### config.mk
export PLATFORM = sky130hd
export DESIGN_NAME = cmos_rtc_register_port
export DESIGN_NICKNAME = d
export VERILOG_FILES = /design/src/rtl/crp_pkg.sv /design/src/rtl/crp_year.sv /design/src/rtl/crp_regs.sv /design/src/rtl/crp_coder.sv /design/src/rtl/cmos_rtc_register_port.sv
export SDC_FILE = /design/constraint.sdc
export NUM_CORES = 1
export LEC_CHECK = 0
export BUFFER_PORTS_ARGS = -buffer_cell sky130_fd_sc_hd__buf_2
export CORE_UTILIZATION = 50
export DETAILED_ROUTE_END_ITERATION = 8
export PLACE_DENSITY = 0.68
export SLEW_MARGIN = 25
export SYNTH_ARGS = -nofsm -noshare
export SYNTH_HDL_FRONTEND = slang
export SYNTH_SLANG_ARGS = --single-unit
### constraint.sdc
create_clock -name clk -period 9.35 [get_ports clk]
set_clock_uncertainty 0.1 [all_clocks]
set_input_delay 0.4675 -clock clk [delete_from_list [all_inputs] [get_ports clk]]
set_output_delay 0.4675 -clock clk [all_outputs]
set_load 0.05 [all_outputs]
### src/rtl/crp_pkg.sv
package crp_pkg;

	localparam int REG_COUNT = 128;
	localparam int IDX_W     = 7;
	localparam int S_DATA_W  = 72;
	localparam int M_DATA_W  = 8;

	localparam logic [15:0] PORT_INDEX = 16'h0070;
	localparam logic [15:0] PORT_DATA  = 16'h0071;

	localparam logic REQ_READ  = 1'b0;
	localparam logic REQ_WRITE = 1'b1;

	localparam logic [IDX_W-1:0] REG_SEC     = 7'h00;
	localparam logic [IDX_W-1:0] REG_MIN     = 7'h02;
	localparam logic [IDX_W-1:0] REG_HOUR    = 7'h04;
	localparam logic [IDX_W-1:0] REG_WDAY    = 7'h06;
	localparam logic [IDX_W-1:0] REG_DAY     = 7'h07;
	localparam logic [IDX_W-1:0] REG_MONTH   = 7'h08;
	localparam logic [IDX_W-1:0] REG_YEAR    = 7'h09;
	localparam logic [IDX_W-1:0] REG_A       = 7'h0A;
	localparam logic [IDX_W-1:0] REG_B       = 7'h0B;
	localparam logic [IDX_W-1:0] REG_C       = 7'h0C;
	localparam logic [IDX_W-1:0] REG_D       = 7'h0D;
	localparam logic [IDX_W-1:0] REG_F       = 7'h0F;
	localparam logic [IDX_W-1:0] REG_CENTURY = 7'h32;

	localparam logic [7:0] REG_A_RST  = 8'h26;
	localparam logic [7:0] REG_B_RST  = 8'h02;
	localparam logic [7:0] REG_D_VAL  = 8'h80;
	localparam logic [7:0] BYTE_NONE  = 8'hFF;
	localparam int         BIN_BIT    = 2;

	// x / 100 == (x * 5243) >> 19 for x below 43699
	localparam logic [12:0] CENT_RECIP = 13'd5243;
	localparam int          CENT_SHIFT = 19;
	// x / 10 == (x * 205) >> 11 for x below 1029
	localparam logic [7:0]  TEN_RECIP  = 8'd205;
	localparam int          TEN_SHIFT  = 11;

	typedef struct packed {
		logic        req;
		logic [15:0] port;
		logic [7:0]  wdata;
		logic [5:0]  sec;
		logic [5:0]  min;
		logic [4:0]  hour;
		logic [2:0]  wday;
		logic [4:0]  day;
		logic [3:0]  month;
		logic [13:0] year;
	} item_t;

	typedef struct packed {
		logic       coded;
		logic       bin;
		logic [7:0] value;
	} sel_t;

endpackage

### src/rtl/crp_year.sv
module crp_year import crp_pkg::*; (
	input  logic [13:0] year,
	output logic [7:0]  century
);

	logic [26:0] prod;

	assign prod    = 27'(year) * 27'(CENT_RECIP);
	assign century = prod[CENT_SHIFT +: 8];

endmodule

### src/rtl/crp_regs.sv
module crp_regs import crp_pkg::*; (
	input  logic       clk,
	input  logic       arst_n,
	input  logic       fire,
	input  item_t      item,
	input  logic [7:0] century,
	output logic       is_read,
	output sel_t       sel
);

	logic [IDX_W-1:0] index_q;
	logic [7:0]       reg_a_q;
	logic [7:0]       reg_b_q;
	logic [7:0]       reg_c_q;
	logic [7:0]       reg_f_q;
	logic             in_range;
	logic [13:0]      hundreds;
	logic [6:0]       yr2;

	assign in_range = {1'b0, index_q} < 8'(REG_COUNT);
	assign hundreds = 14'(century) * 14'd100;
	assign yr2      = 7'(item.year - hundreds);
	assign is_read  = (item.req == REQ_READ);

	always_comb begin
		sel.coded = 1'b0;
		sel.bin   = reg_b_q[BIN_BIT];
		sel.value = BYTE_NONE;
		if (item.port == PORT_DATA && in_range) begin
			sel.value = '0;
			unique case (index_q)
				REG_SEC: begin
					sel.coded = 1'b1;
					sel.value = 8'(item.sec);
				end
				REG_MIN: begin
					sel.coded = 1'b1;
					sel.value = 8'(item.min);
				end
				REG_HOUR: begin
					sel.coded = 1'b1;
					sel.value = 8'(item.hour);
				end
				REG_WDAY: begin
					sel.coded = 1'b1;
					sel.value = 8'(item.wday) + 8'd1;
				end
				REG_DAY: begin
					sel.coded = 1'b1;
					sel.value = 8'(item.day);
				end
				REG_MONTH: begin
					sel.coded = 1'b1;
					sel.value = 8'(item.month);
				end
				REG_YEAR: begin
					sel.coded = 1'b1;
					sel.value = 8'(yr2);
				end
				REG_CENTURY: begin
					sel.coded = 1'b1;
					sel.value = century;
				end
				REG_A: sel.value = reg_a_q;
				REG_B: sel.value = reg_b_q;
				REG_C: sel.value = reg_c_q;
				REG_D: sel.value = REG_D_VAL;
				REG_F: sel.value = reg_f_q;
				default: sel.value = '0;
			endcase
		end
	end

	always_ff @(posedge clk or negedge arst_n) begin
		if (!arst_n) begin
			index_q <= '0;
			reg_a_q <= REG_A_RST;
			reg_b_q <= REG_B_RST;
			reg_c_q <= '0;
			reg_f_q <= '0;
		end else if (fire && item.req == REQ_WRITE) begin
			if (item.port == PORT_INDEX) begin
				index_q <= item.wdata[IDX_W-1:0];
			end else if (item.port == PORT_DATA && in_range) begin
				if (index_q == REG_A) reg_a_q <= item.wdata;
				if (index_q == REG_B) reg_b_q <= item.wdata;
				if (index_q == REG_C) reg_c_q <= item.wdata;
				if (index_q == REG_F) reg_f_q <= item.wdata;
			end
		end
	end

endmodule

### src/rtl/crp_coder.sv
module crp_coder import crp_pkg::*; (
	input  sel_t       sel,
	output logic [7:0] code
);

	logic [15:0] prod;
	logic [4:0]  tens;
	logic [3:0]  ones;

	assign prod = 16'(sel.value) * 16'(TEN_RECIP);
	assign tens = prod[TEN_SHIFT +: 5];
	assign ones = 4'(sel.value - 8'(tens) * 8'd10);
	assign code = (sel.coded && !sel.bin) ? {tens[3:0], ones} : sel.value;

endmodule

### src/rtl/cmos_rtc_register_port.sv
// PC CMOS real-time-clock register window. Each transfer on the slave side is one port
// access; a read produces one byte on the master side, a write produces nothing. Index
// writes go to port 0x70, data accesses to 0x71; only registers 0x0A, 0x0B, 0x0C and
// 0x0F are writable. Data reads return time registers freshly coded from the time fields
// of the same transfer, BCD unless bit 2 of register 0x0B is set. One access is taken
// every cycle; a read passes through the input register, year split, register select and
// coding into the output register before it is presented on the master side, and the
// whole pipeline stalls only while the output register holds a byte not yet taken.
module cmos_rtc_register_port import crp_pkg::*; (
	input  logic                clk,
	input  logic                arst_n,
	input  logic                s_tvalid,
	output logic                s_tready,
	// port_addr[15:0], write_data[23:16], now_second[29:24], now_minute[35:30],
	// now_hour[40:36], now_weekday[43:41], now_day[48:44], now_month[52:49],
	// now_year[66:53], zero[71:67]
	input  logic [S_DATA_W-1:0] s_tdata,
	// req_type[0]
	input  logic                s_tuser,
	output logic                m_tvalid,
	input  logic                m_tready,
	// read_data[7:0]
	output logic [M_DATA_W-1:0] m_tdata
);

	logic        en;
	item_t       item_in;
	logic        valid_s1;
	item_t       item_s1;
	logic [7:0]  century;
	logic        valid_s2;
	item_t       item_s2;
	logic [7:0]  century_s2;
	logic        is_read;
	sel_t        sel;
	logic        valid_s3;
	sel_t        sel_s3;
	logic [7:0]  code;
	logic        out_valid_q;
	logic [7:0]  out_data_q;

	assign en       = !out_valid_q || m_tready;
	assign s_tready = en;
	assign m_tvalid = out_valid_q;
	assign m_tdata  = out_data_q;

	assign item_in.req   = s_tuser;
	assign item_in.port  = s_tdata[15:0];
	assign item_in.wdata = s_tdata[23:16];
	assign item_in.sec   = s_tdata[29:24];
	assign item_in.min   = s_tdata[35:30];
	assign item_in.hour  = s_tdata[40:36];
	assign item_in.wday  = s_tdata[43:41];
	assign item_in.day   = s_tdata[48:44];
	assign item_in.month = s_tdata[52:49];
	assign item_in.year  = s_tdata[66:53];

	crp_year u_year (
		.year    (item_s1.year),
		.century (century)
	);

	crp_regs u_regs (
		.clk     (clk),
		.arst_n  (arst_n),
		.fire    (valid_s2 && en),
		.item    (item_s2),
		.century (century_s2),
		.is_read (is_read),
		.sel     (sel)
	);

	crp_coder u_coder (
		.sel  (sel_s3),
		.code (code)
	);

	always_ff @(posedge clk or negedge arst_n) begin
		if (!arst_n) begin
			valid_s1    <= 1'b0;
			valid_s2    <= 1'b0;
			valid_s3    <= 1'b0;
			out_valid_q <= 1'b0;
		end else if (en) begin
			valid_s1    <= s_tvalid;
			valid_s2    <= valid_s1;
			valid_s3    <= valid_s2 && is_read;
			out_valid_q <= valid_s3;
		end
	end

	always_ff @(posedge clk) begin
		if (en) begin
			if (s_tvalid) item_s1 <= item_in;
			item_s2    <= item_s1;
			century_s2 <= century;
			sel_s3     <= sel;
			out_data_q <= code;
		end
	end

endmodule
**Word-level counts from Yosys, hierarchy flattened**

Cells that the tools add are included.

- Add/subtract/negate cells: 3
- $mul: 4
- Div/mod/pow operators: 0
- Magnitude comparators: 0
- Equality and inequality tests: 14
- Shift operators: 0
- Multiplexer cells: 3
- Bitwise operators: 2
- Reduce and logical (&&, ||, !) cells: 15

Operator list:

| kind | number |
|---|---|
| 8-bit one-hot mux with 13 select lines | 1 |
| 7-bit by 4-bit == test with 1-bit output (second input constant) | 7 |
| 16-bit by 7-bit == test with 1-bit output (second input constant) | 2 |
| 14-bit by 13-bit multiplier with 27-bit output (second input constant) | 1 |
| 7-bit by 3-bit == test with 1-bit output (second input constant) | 3 |
| 8-bit by 8-bit multiplier with 16-bit output (second input constant) | 1 |
| 4-bit AND reduction | 4 |
| 8-bit by 5-bit multiplier with 5-bit output (second input constant) | 1 |
| 8-bit 2-to-1 mux | 1 |
| 8-bit OR reduction | 1 |
| 7-bit by 2-bit == test with 1-bit output (second input constant) | 1 |
| 7-bit by 6-bit == test with 1-bit output (second input constant) | 1 |
| 7-bit logical NOT | 1 |
| 7-bit subtractor | 1 |
| 5-bit by 3-bit multiplier with 3-bit output (second input constant) | 1 |
| 3-bit by 1-bit adder with 4-bit output (second input constant) | 1 |
| 1-bit logical AND | 4 |
| 2-bit AND reduction | 2 |
| 4-bit subtractor | 1 |
| 1-bit logical NOT | 2 |
| 1-bit inverter | 2 |
| 1-bit logical OR | 1 |
| 1-bit 2-to-1 mux | 1 |

- Register bits: 198
- Bits in latches: 0
- RAM bits: 0
- ROM bits: 0
- Output and inout port bits: 10
- Word-level logic and storage cells: 75
- Memories kept: 0

**Depth between registers and ports, before layout**

Gate-level depths: netlist (run 1).

- Depth in word-level cells: 5
- Gate-level depth with buffers: 21
- Depth with buffers taken out: 21

**By module**

From an unflattened synthesis (run 1), not the netlist that was laid out.

- Cells, all modules: 890
- Area total of the unflattened synthesis: 12,300.5 µm²

By module, submodules not included:

| module | instances | cells an instance | area each (µm²) | seq. area each (µm²) |
|---|---|---|---|---|
| cmos_rtc_register_port | 1 | 176 | 5,056.1 | 4,964.8 |
| crp_year | 1 | 330 | 3,362.0 | 0.0 |
| crp_regs | 1 | 263 | 2,717.6 | 980.9 |
| crp_coder | 1 | 121 | 1,164.9 | 0.0 |

**Least setup slack after synthesis (run 1)**

Ideal clock, no wire load.

- Kind: register to register
- Start: register sel_s3[6] in the netlist's numbering
- End: register out_data_q[3], in the netlist m_tdata[3], data pin
- Arrival: 4.850 ns
- Required time: 8.984 ns
- Slack: 4.134 ns
- Cell stages (with the launch flop): 22
- Buffers on the path: 0
- Path through: edfxtp_1 -> ha_1 -> inv_1 -> fa_1 -> inv_1 -> fa_1 -> inv_1 -> fa_1 -> inv_1 -> ha_1 -> a211o_1 -> a21oi_1 -> nor2_1 -> a211oi_1 -> ha_1 -> inv_1 -> fa_1 -> nor3_1 -> a211oi_1 -> a211oi_1 -> nor3_1 -> xor2_1

- Cells in the longest elaborated chain, start to end: 4

Ends and longest elaborated chain:

| element | line | source |
|---|---|---|
| from (decl) | cmos_rtc_register_port.sv:37 | `sel_t sel_s3;` |
| from (signal assigned) | cmos_rtc_register_port.sv:97 | `sel_s3 <= sel;` |
| 8-bit by 8-bit multiplier with 16-bit output | crp_coder.sv:10 | `assign prod = 16'(sel.value) * 16'(TEN_RECIP);` |
| 5-bit by 3-bit multiplier with 3-bit output | crp_coder.sv:12 | `assign ones = 4'(sel.value - 8'(tens) * 8'd10);` |
| 4-bit subtractor | crp_coder.sv:12 |  |
| 8-bit 2-to-1 mux | crp_coder.sv:13 | `assign code = (sel.coded && !sel.bin) ? {tens[3:0], ones} : sel.value;` |
| via code[3] | cmos_rtc_register_port.sv:38 | `logic [7:0] code;` |
| to (signal assigned) | cmos_rtc_register_port.sv:98 | `out_data_q <= code;` |
| to (decl) | cmos_rtc_register_port.sv:40 | `logic [7:0] out_data_q;` |

The timed path passes the listed nets, and every way through them passes these cells.
A chain may end at the register's enable or synchronous reset.

**Final worst setup path (run 1)**

Ends and elaborated chain as after synthesis.

==> results of run 1 <==
==> cells by family after synthesis <==
kind of cell	count (synthesis)	share of synthesized area, %
AOI/OAI and AO/OA	119	6.86
xor gates and xnor gates	22	1.63
adders and majority gates	218	27.8
buffers and inverters	152	4.96
DFF	198	48.4
muxes	51	5.02
and+or+nand+nor	121	5.33
==> placed cells by master, fill, tap and decap left out, drive strengths merged, types with 6 or more instances in the layout <==
master and instances:
nor2 24, a22oi 6, nand2b 6, xnor2 14, a211oi 7, mux2i 7
o21ai 25, clkbuf 17, xor2 8, nand3 13, a21o 11, a21oi 22
mux2 44, edfxtp 155, fa 76, inv 141, ha 142, nor3 13
clkinv 9, or3 8, nand2 32, buf 84, dfrtp 39
==> sequential cells by signal (all words and copies together), names as in the netlist <==
| name | count |
|---|---|
| sel_s3 | 10 |
| u_regs.reg_f_q | 8 |
| item_s2 | 61 |
| valid_s3 | 1 |
| u_regs.reg_a_q | 8 |
| u_regs.reg_b_q | 8 |
| century_s2 | 8 |
| m_tdata | 8 |
| valid_s2 | 1 |
| u_regs.reg_c_q | 8 |
| m_tvalid | 1 |
| item_s1 | 68 |
| valid_s1 | 1 |
| u_regs.index_q | 7 |
==> through the flow <==
stage / instance area [µm²] / hold slack, ns
after floorplan: 11900 / 0.0719
after global placement: 12600 / 0.301
after detailed placement: 12600 / 0.305
after CTS: 13200 / 0.0931
after global routing: 13200 / 0.0883
final: 13200 / 0.104
==> path summary, 6_finish.rpt <==
check                                    end   startpoint  cells past startpoint
max                               m_tdata[3]    sel_s3[6]                     21
min                              item_s1[64]  s_tdata[13]                      1
max reg2reg                       m_tdata[3]    sel_s3[6]                     21
min reg2reg                      item_s2[38]  item_s1[38]                      0
max in group asynchronous  u_regs.index_q[1]       arst_n                      2
min in group asynchronous  u_regs.reg_f_q[3]       arst_n                      2
==> layout make-up <==
type	count	area, µm²	area share [%]
flip-flops and latches	198	5740	43.4
multi-input cells	531	5550	42.0
inverters	135	507	3.84
repair buffers	85	440	3.34
clock buffers	17	425	3.22
well taps	313	392	2.97
clock inverters	15	159	1.20
==> critical path, cell delays in order, from the launching register on <==
cell	delay (ns)
edfxtp_1	0.49
ha_1	0.36
inv_1	0.06
fa_1	0.53
inv_1	0.05
fa_1	0.50
inv_1	0.06
fa_1	0.53
inv_1	0.04
ha_1	0.32
nand4_1	0.13
o22ai_1	0.35
nor2_1	0.09
a211oi_1	0.34
ha_1	0.22
inv_1	0.05
fa_1	0.44
nor3_1	0.24
a211oi_1	0.09
a211oi_1	0.26
nor3_1	0.10
xor2_1	0.16
==> power groups by stage <==
stage | sequential (mW) | clock, mW | combinational, mW
final | 1.23 | 0.714 | 1.90
after global routing | 1.25 | 0.764 | 2.21
after CTS | 1.23 | 0.731 | 1.92
after detailed placement | 1.25 | 0 | 1.90
after global placement | 1.25 | 0 | 1.84
after floorplan | 1.24 | 0 | 1.43
==> routing by layer <==
metal | vias up | GRT usage, % | routed length, µm
met2 | 144 | 32.5 | 10500
li1 | 3318 | - | -
met4 | 0 | 5.42 | 318
met3 | 26 | 3.17 | 931
met5 | - | 0 | 0
met1 | 3339 | 28.0 | 10300
==> results.txt, run 1 <==
DP Wirelength = 17,000 µm
Post-layout util = 57.6%
Die width = 156 µm
Layout cells sized above 1 = 17.6%
H-tree levels = 4
GRT overflow = 0
Period utilization = 61.6%
Power density over cell area = 291 nW/µm²
Post-synth EDFFs = 155
# resized after CTS = 0
Place WS = 3.59 ns
Area delta synth->final = 11.4%
Asr flop ratio synth = 21.7%
Core Area = 22,900 µm²
Routed Antenna Nets = 0
Worst Path Required = 9.43 ns
Leading area contributor after synthesis = edfxtp_1
Ant. Diodes = 0
Post-synthesis cell area = 11,900 µm²
Yosys top cell area share = 39.3%
Slew Limit Fails = 0
Sink Count = 198
Mean cell area of the mapped netlist = 13.5 µm²
Int Power = 2.31 mW
Final Hold Viols = 0
Warnings from Yosys = 0
Mapped Cells = 881
Yosys reg bits = 198
Peak supply drop = 249 µV
Count of input and output buffers = 81
CP endpoint kind = flop
Die Area = 24,300 µm²
Distinct cell type count after synthesis = 59
Seq/Total Area, Yosys = 48.4%
CP Class = flop to flop
CTS Buf Count = 17
Worst Max-Slew Pin Slew = 0.893 ns
Status = completed
Initial Utilization = 51.7%
Largest net degree at the start of global routing = 69
CP Max Fanout = 6
Seq pwr share = 32.0%
Hold-fix buffers at CTS = 1
CP startpoint kind = flop
Most common cell in the netlist = edfxtp_1
Clock latency of the later-clocked register in the worst-skew pair = 0.43 ns
Vias in the first global route = 7,156
Fillers = 1,857
Total Power = 3.84 mW
DP Cell Count = 1,261
Peak Freq = 174 MHz
Synthesized Nets = 1,176
Clk buf depth = 2
PnR worst setup slack = 3.59 ns
Hold Path Class = primary input to flop
Synth cell count leaders = edfxtp_1 (155), ha_1 (142), inv_1 (135), fa_1 (76), dfrtp_1 (39)
Clk pwr share = 18.6%
Die Span Y = 156 µm
Final-stage net count = 1,263
Setup TNS = 0 ns
Initial antenna violation count = 0
Drt drc = 0
CTS tree = yes
Minimum clock period = 5.76 ns
Vias = 6,827
Total GRT Usage = 20.0%
Wire length of the first global-routing pass = 36,900 µm
Crit path DAT = 5.84 ns
Switching share of power = 39.9%
Setup Fix Bufs, Post-CTS = 0
I/O Pins = 87
Max Cap Violations = 0
Non-filler cells, final = 1,294
Total wire length = 22,100 µm
Drt first pass iters = 5
Reg clk slew, reported paths = 0.08 ns
Setup Viol. Count Final = 0
Root Driver = clkbuf_16
# rows = 55
Sw power = 1.53 mW
Normalized max-slew margin = 38.9%
Via density = 5.28
Top_reg_cell synth = edfxtp_1
Synth top area cells = edfxtp_1 (39%), ha_1 (15%), fa_1 (13%)
Initial DRC count = 426
Logic pwr share = 49.4%
Leak = 5.94 nW
Placer Congestion = 0.864
R2R setup slack = 3.59 ns
Drt wl/cell = 17.0 µm
RSZ-0062 raised after global routing = false
Power figures use the tool's default switching activity.
==> run 2, diff against run 1 <==
--- a/config.mk
+++ b/config.mk
@@ -8,7 +8,7 @@
 export BUFFER_PORTS_ARGS = -buffer_cell sky130_fd_sc_hd__buf_2
 export CORE_UTILIZATION = 50
 export DETAILED_ROUTE_END_ITERATION = 8
-export PLACE_DENSITY = 0.68
+export PLACE_DENSITY = 0.71
 export SLEW_MARGIN = 25
 export SYNTH_ARGS = -nofsm -noshare
 export SYNTH_HDL_FRONTEND = slang
==> constraint.sdc (replaced) <==
create_clock -name clk -period 5.3 [get_ports clk]
set_clock_uncertainty 0.1 [all_clocks]
set_input_delay 0.265 -clock clk [delete_from_list [all_inputs] [get_ports clk]]
set_output_delay 0.265 -clock clk [all_outputs]
set_load 0.05 [all_outputs]
==> run 2 against run 1 <==
Compared with the run above: count of clock-buffer cells in the layout is the same; non-clock buffer count increased by 98; sequential share of layout area is 3.2 points lower; largest cell class unchanged; routed wire length is 10% higher; register-to-register slack got worse by 3.4 ns; via count grew 7.9%; largest power group unchanged; global-route usage up 1.7 points; maximum frequency grew 12%; clock power up 78%.
==> results.txt, run 2 (synthesized netlist as in run 1, its figures left out) <==
CP Max Fanout = 5 (-1)
Area delta synth->final = 20.3%
Via density = 5.29 (+0.31%)
CP endpoint kind = flop
Die width = 156 µm (unchanged)
Core Area = 22,900 µm² (unchanged)
Ant. Diodes = 0 (unchanged)
PnR worst setup slack = 0.145 ns (-3.44 ns)
Peak Freq = 194 MHz (+12%)
DP Wirelength = 17,200 µm (+1.2%)
Non-filler cells, final = 1,392 (+7.6%)
Place WS = -0.188 ns (-3.77 ns)
Fillers = 1,705 (-8.2%)
Vias in the first global route = 7,763 (+8.5%)
Leak = 6.38 nW (+7.4%)
GRT overflow = 0 (unchanged)
CTS tree = yes
Drt drc = 0 (unchanged)
I/O Pins = 87 (unchanged)
Drt first pass iters = 5 (unchanged)
Total GRT Usage = 21.7% (+1.7 points)
Setup Viol. Count Final = 0 (unchanged)
Total wire length = 24,300 µm (+10%)
Largest net degree at the start of global routing = 53 (-23%)
H-tree levels = 4 (unchanged)
CP startpoint kind = flop
Reg2Reg Depth = 21 (unchanged)
Wire length of the first global-routing pass = 39,700 µm (+7.7%)
Normalized max-slew margin = 33.7% (-5.2 points)
Clock latency of the later-clocked register in the worst-skew pair = 0.44 ns (about the same)
Max Cap Violations = 0 (unchanged)
R2R Path End = m_tdata[3]
Setup TNS = 0 ns (unchanged)
Count of input and output buffers = 81 (unchanged)
Period utilization = 97.3% (+36 points)
Worst Path Required = 5.39 ns (-4.04 ns)
# rows = 55 (unchanged)
Peak supply drop = 417 µV (+67%)
Power density over cell area = 490 nW/µm² (+68%)
Placer Congestion = 0.886 (+2.6%)
Clk buf depth = 2 (unchanged)
Die Area = 24,300 µm² (unchanged)
CP Class = flop to flop
Vias = 7,367 (+7.9%)
Initial antenna violation count = 0 (unchanged)
Final-stage net count = 1,361 (+7.8%)
Top flop regs = item_s1 x68, item_s2 x61, sel_s3 x10
Drt wl/cell = 17.5 µm (+2.5%)
Most common cell after layout, fill and taps aside = edfxtp_1
Initial Utilization = 51.7% (unchanged)
Initial DRC count = 490 (+15%)
DP Cell Count = 1,277 (+1.3%)
Crit path DAT = 5.25 ns (-0.59 ns)
Minimum clock period = 5.16 ns (-0.608 ns)
Hold Path Class = primary input to asynchronous set/reset pin
Worst hold slack = 0.258 ns (+0.155 ns)
Reg clk slew, reported paths = 0.08 ns (about the same)
Worst Max-Slew Pin Slew = 0.987 ns (+0.0939 ns)
Routed Antenna Nets = 0 (unchanged)
Reg2reg start = sel_s3[1]
Sink Count = 198 (unchanged)
Reg with most FFs = item_s1
Root Driver = clkbuf_16
Commonest non-fill, non-tap cells in the layout = edfxtp_1 (155), ha_1 (135), inv_1 (130)
Die Span Y = 156 µm (unchanged)
Slew Limit Fails = 0 (unchanged)
Status = completed
Max reg flops = 68 (unchanged)
R2R setup slack = 0.14 ns (-3.44 ns)
Final Hold Viols = 0 (unchanged)
CTS Buf Count = 17 (unchanged)
Layout cells sized above 1 = 21.0% (+3.4 points)
-- run 2: report_power, final --
part	switching (mW)	internal, mW	total, mW
combinational	2.03	1.51	3.55
clock	0.640	0.632	1.27
sequential	0.138	2.03	2.16
-- run 2: worst max-delay path by stage --
stage | to | slack [ns] | startpoint | cells after the start
floorplan | m_tdata[3] | 0.08 | sel_s3[6] | 21
global placement | m_tdata[3] | -0.02 | sel_s3[5] | 21
detailed placement | m_tdata[3] | -0.19 | sel_s3[5] | 21
CTS | m_tdata[3] | 0.006 | sel_s3[5] | 21
global route | m_tdata[3] | -0.03 | sel_s3[6] | 21
finish | m_tdata[3] | 0.14 | sel_s3[1] | 21
-- run 2: per-layer routing --
metal | up-vias | global-route usage [%] | wire length [µm]
li1 | 3506 | - | -
met1 | 3636 | 29.2 | 11100
met2 | 186 | 35.8 | 11800
met3 | 39 | 3.75 | 956
met4 | 0 | 6.82 | 486
met5 | - | 0 | 0
-- run 2: per-stage QoR --
stage | area (µm²) | total power [mW] | utilization [%]
floorplan | 11900 | 4.71 | -
global placement | 12700 | 5.45 | 55.5
detailed placement | 12700 | 5.58 | 55.5
CTS | 14000 | 6.91 | 61.3
global route | 14300 | 7.65 | 62.2
finish | 14300 | 6.98 | 62.2
-- run 2: cell type report --
type	instances	area, µm²	area share [%]
Clock inverter	15	170	1.19
Inverter	135	507	3.55
Timing Repair Buffer	183	1350	9.48
Sequential cell	198	5740	40.2
Multi-Input combinational cell	531	5680	39.8
Clock buffer	17	425	2.98
Tap cell	313	392	2.75
-- run 2: timing repair --
item / CTS / global route
hold buffers: 70 / 0
endpoints found under the hold margin: 108 / 0
setup endpoints to repair: 1 / 6
gates resized for setup: 6 / 23
buffers inserted: 0 / 13
gates cloned: 0 / 0
pin swaps: 2 / 18
-- run 2: worst max-delay path, cell delays in order (launching register included) --
cell and delay [ns]:
edfxtp_1 0.44, ha_4 0.30, inv_2 0.04, fa_1 0.53
inv_2 0.04, fa_1 0.49, inv_2 0.04, fa_1 0.49
inv_2 0.05, ha_4 0.22, a211o_1 0.30, a21oi_2 0.16
nor2_2 0.06, a211oi_2 0.23, ha_2 0.21, inv_2 0.04
fa_2 0.44, nor3_2 0.21, a211oi_2 0.08, a211oi_2 0.22
nor3_2 0.07, xor2_1 0.15
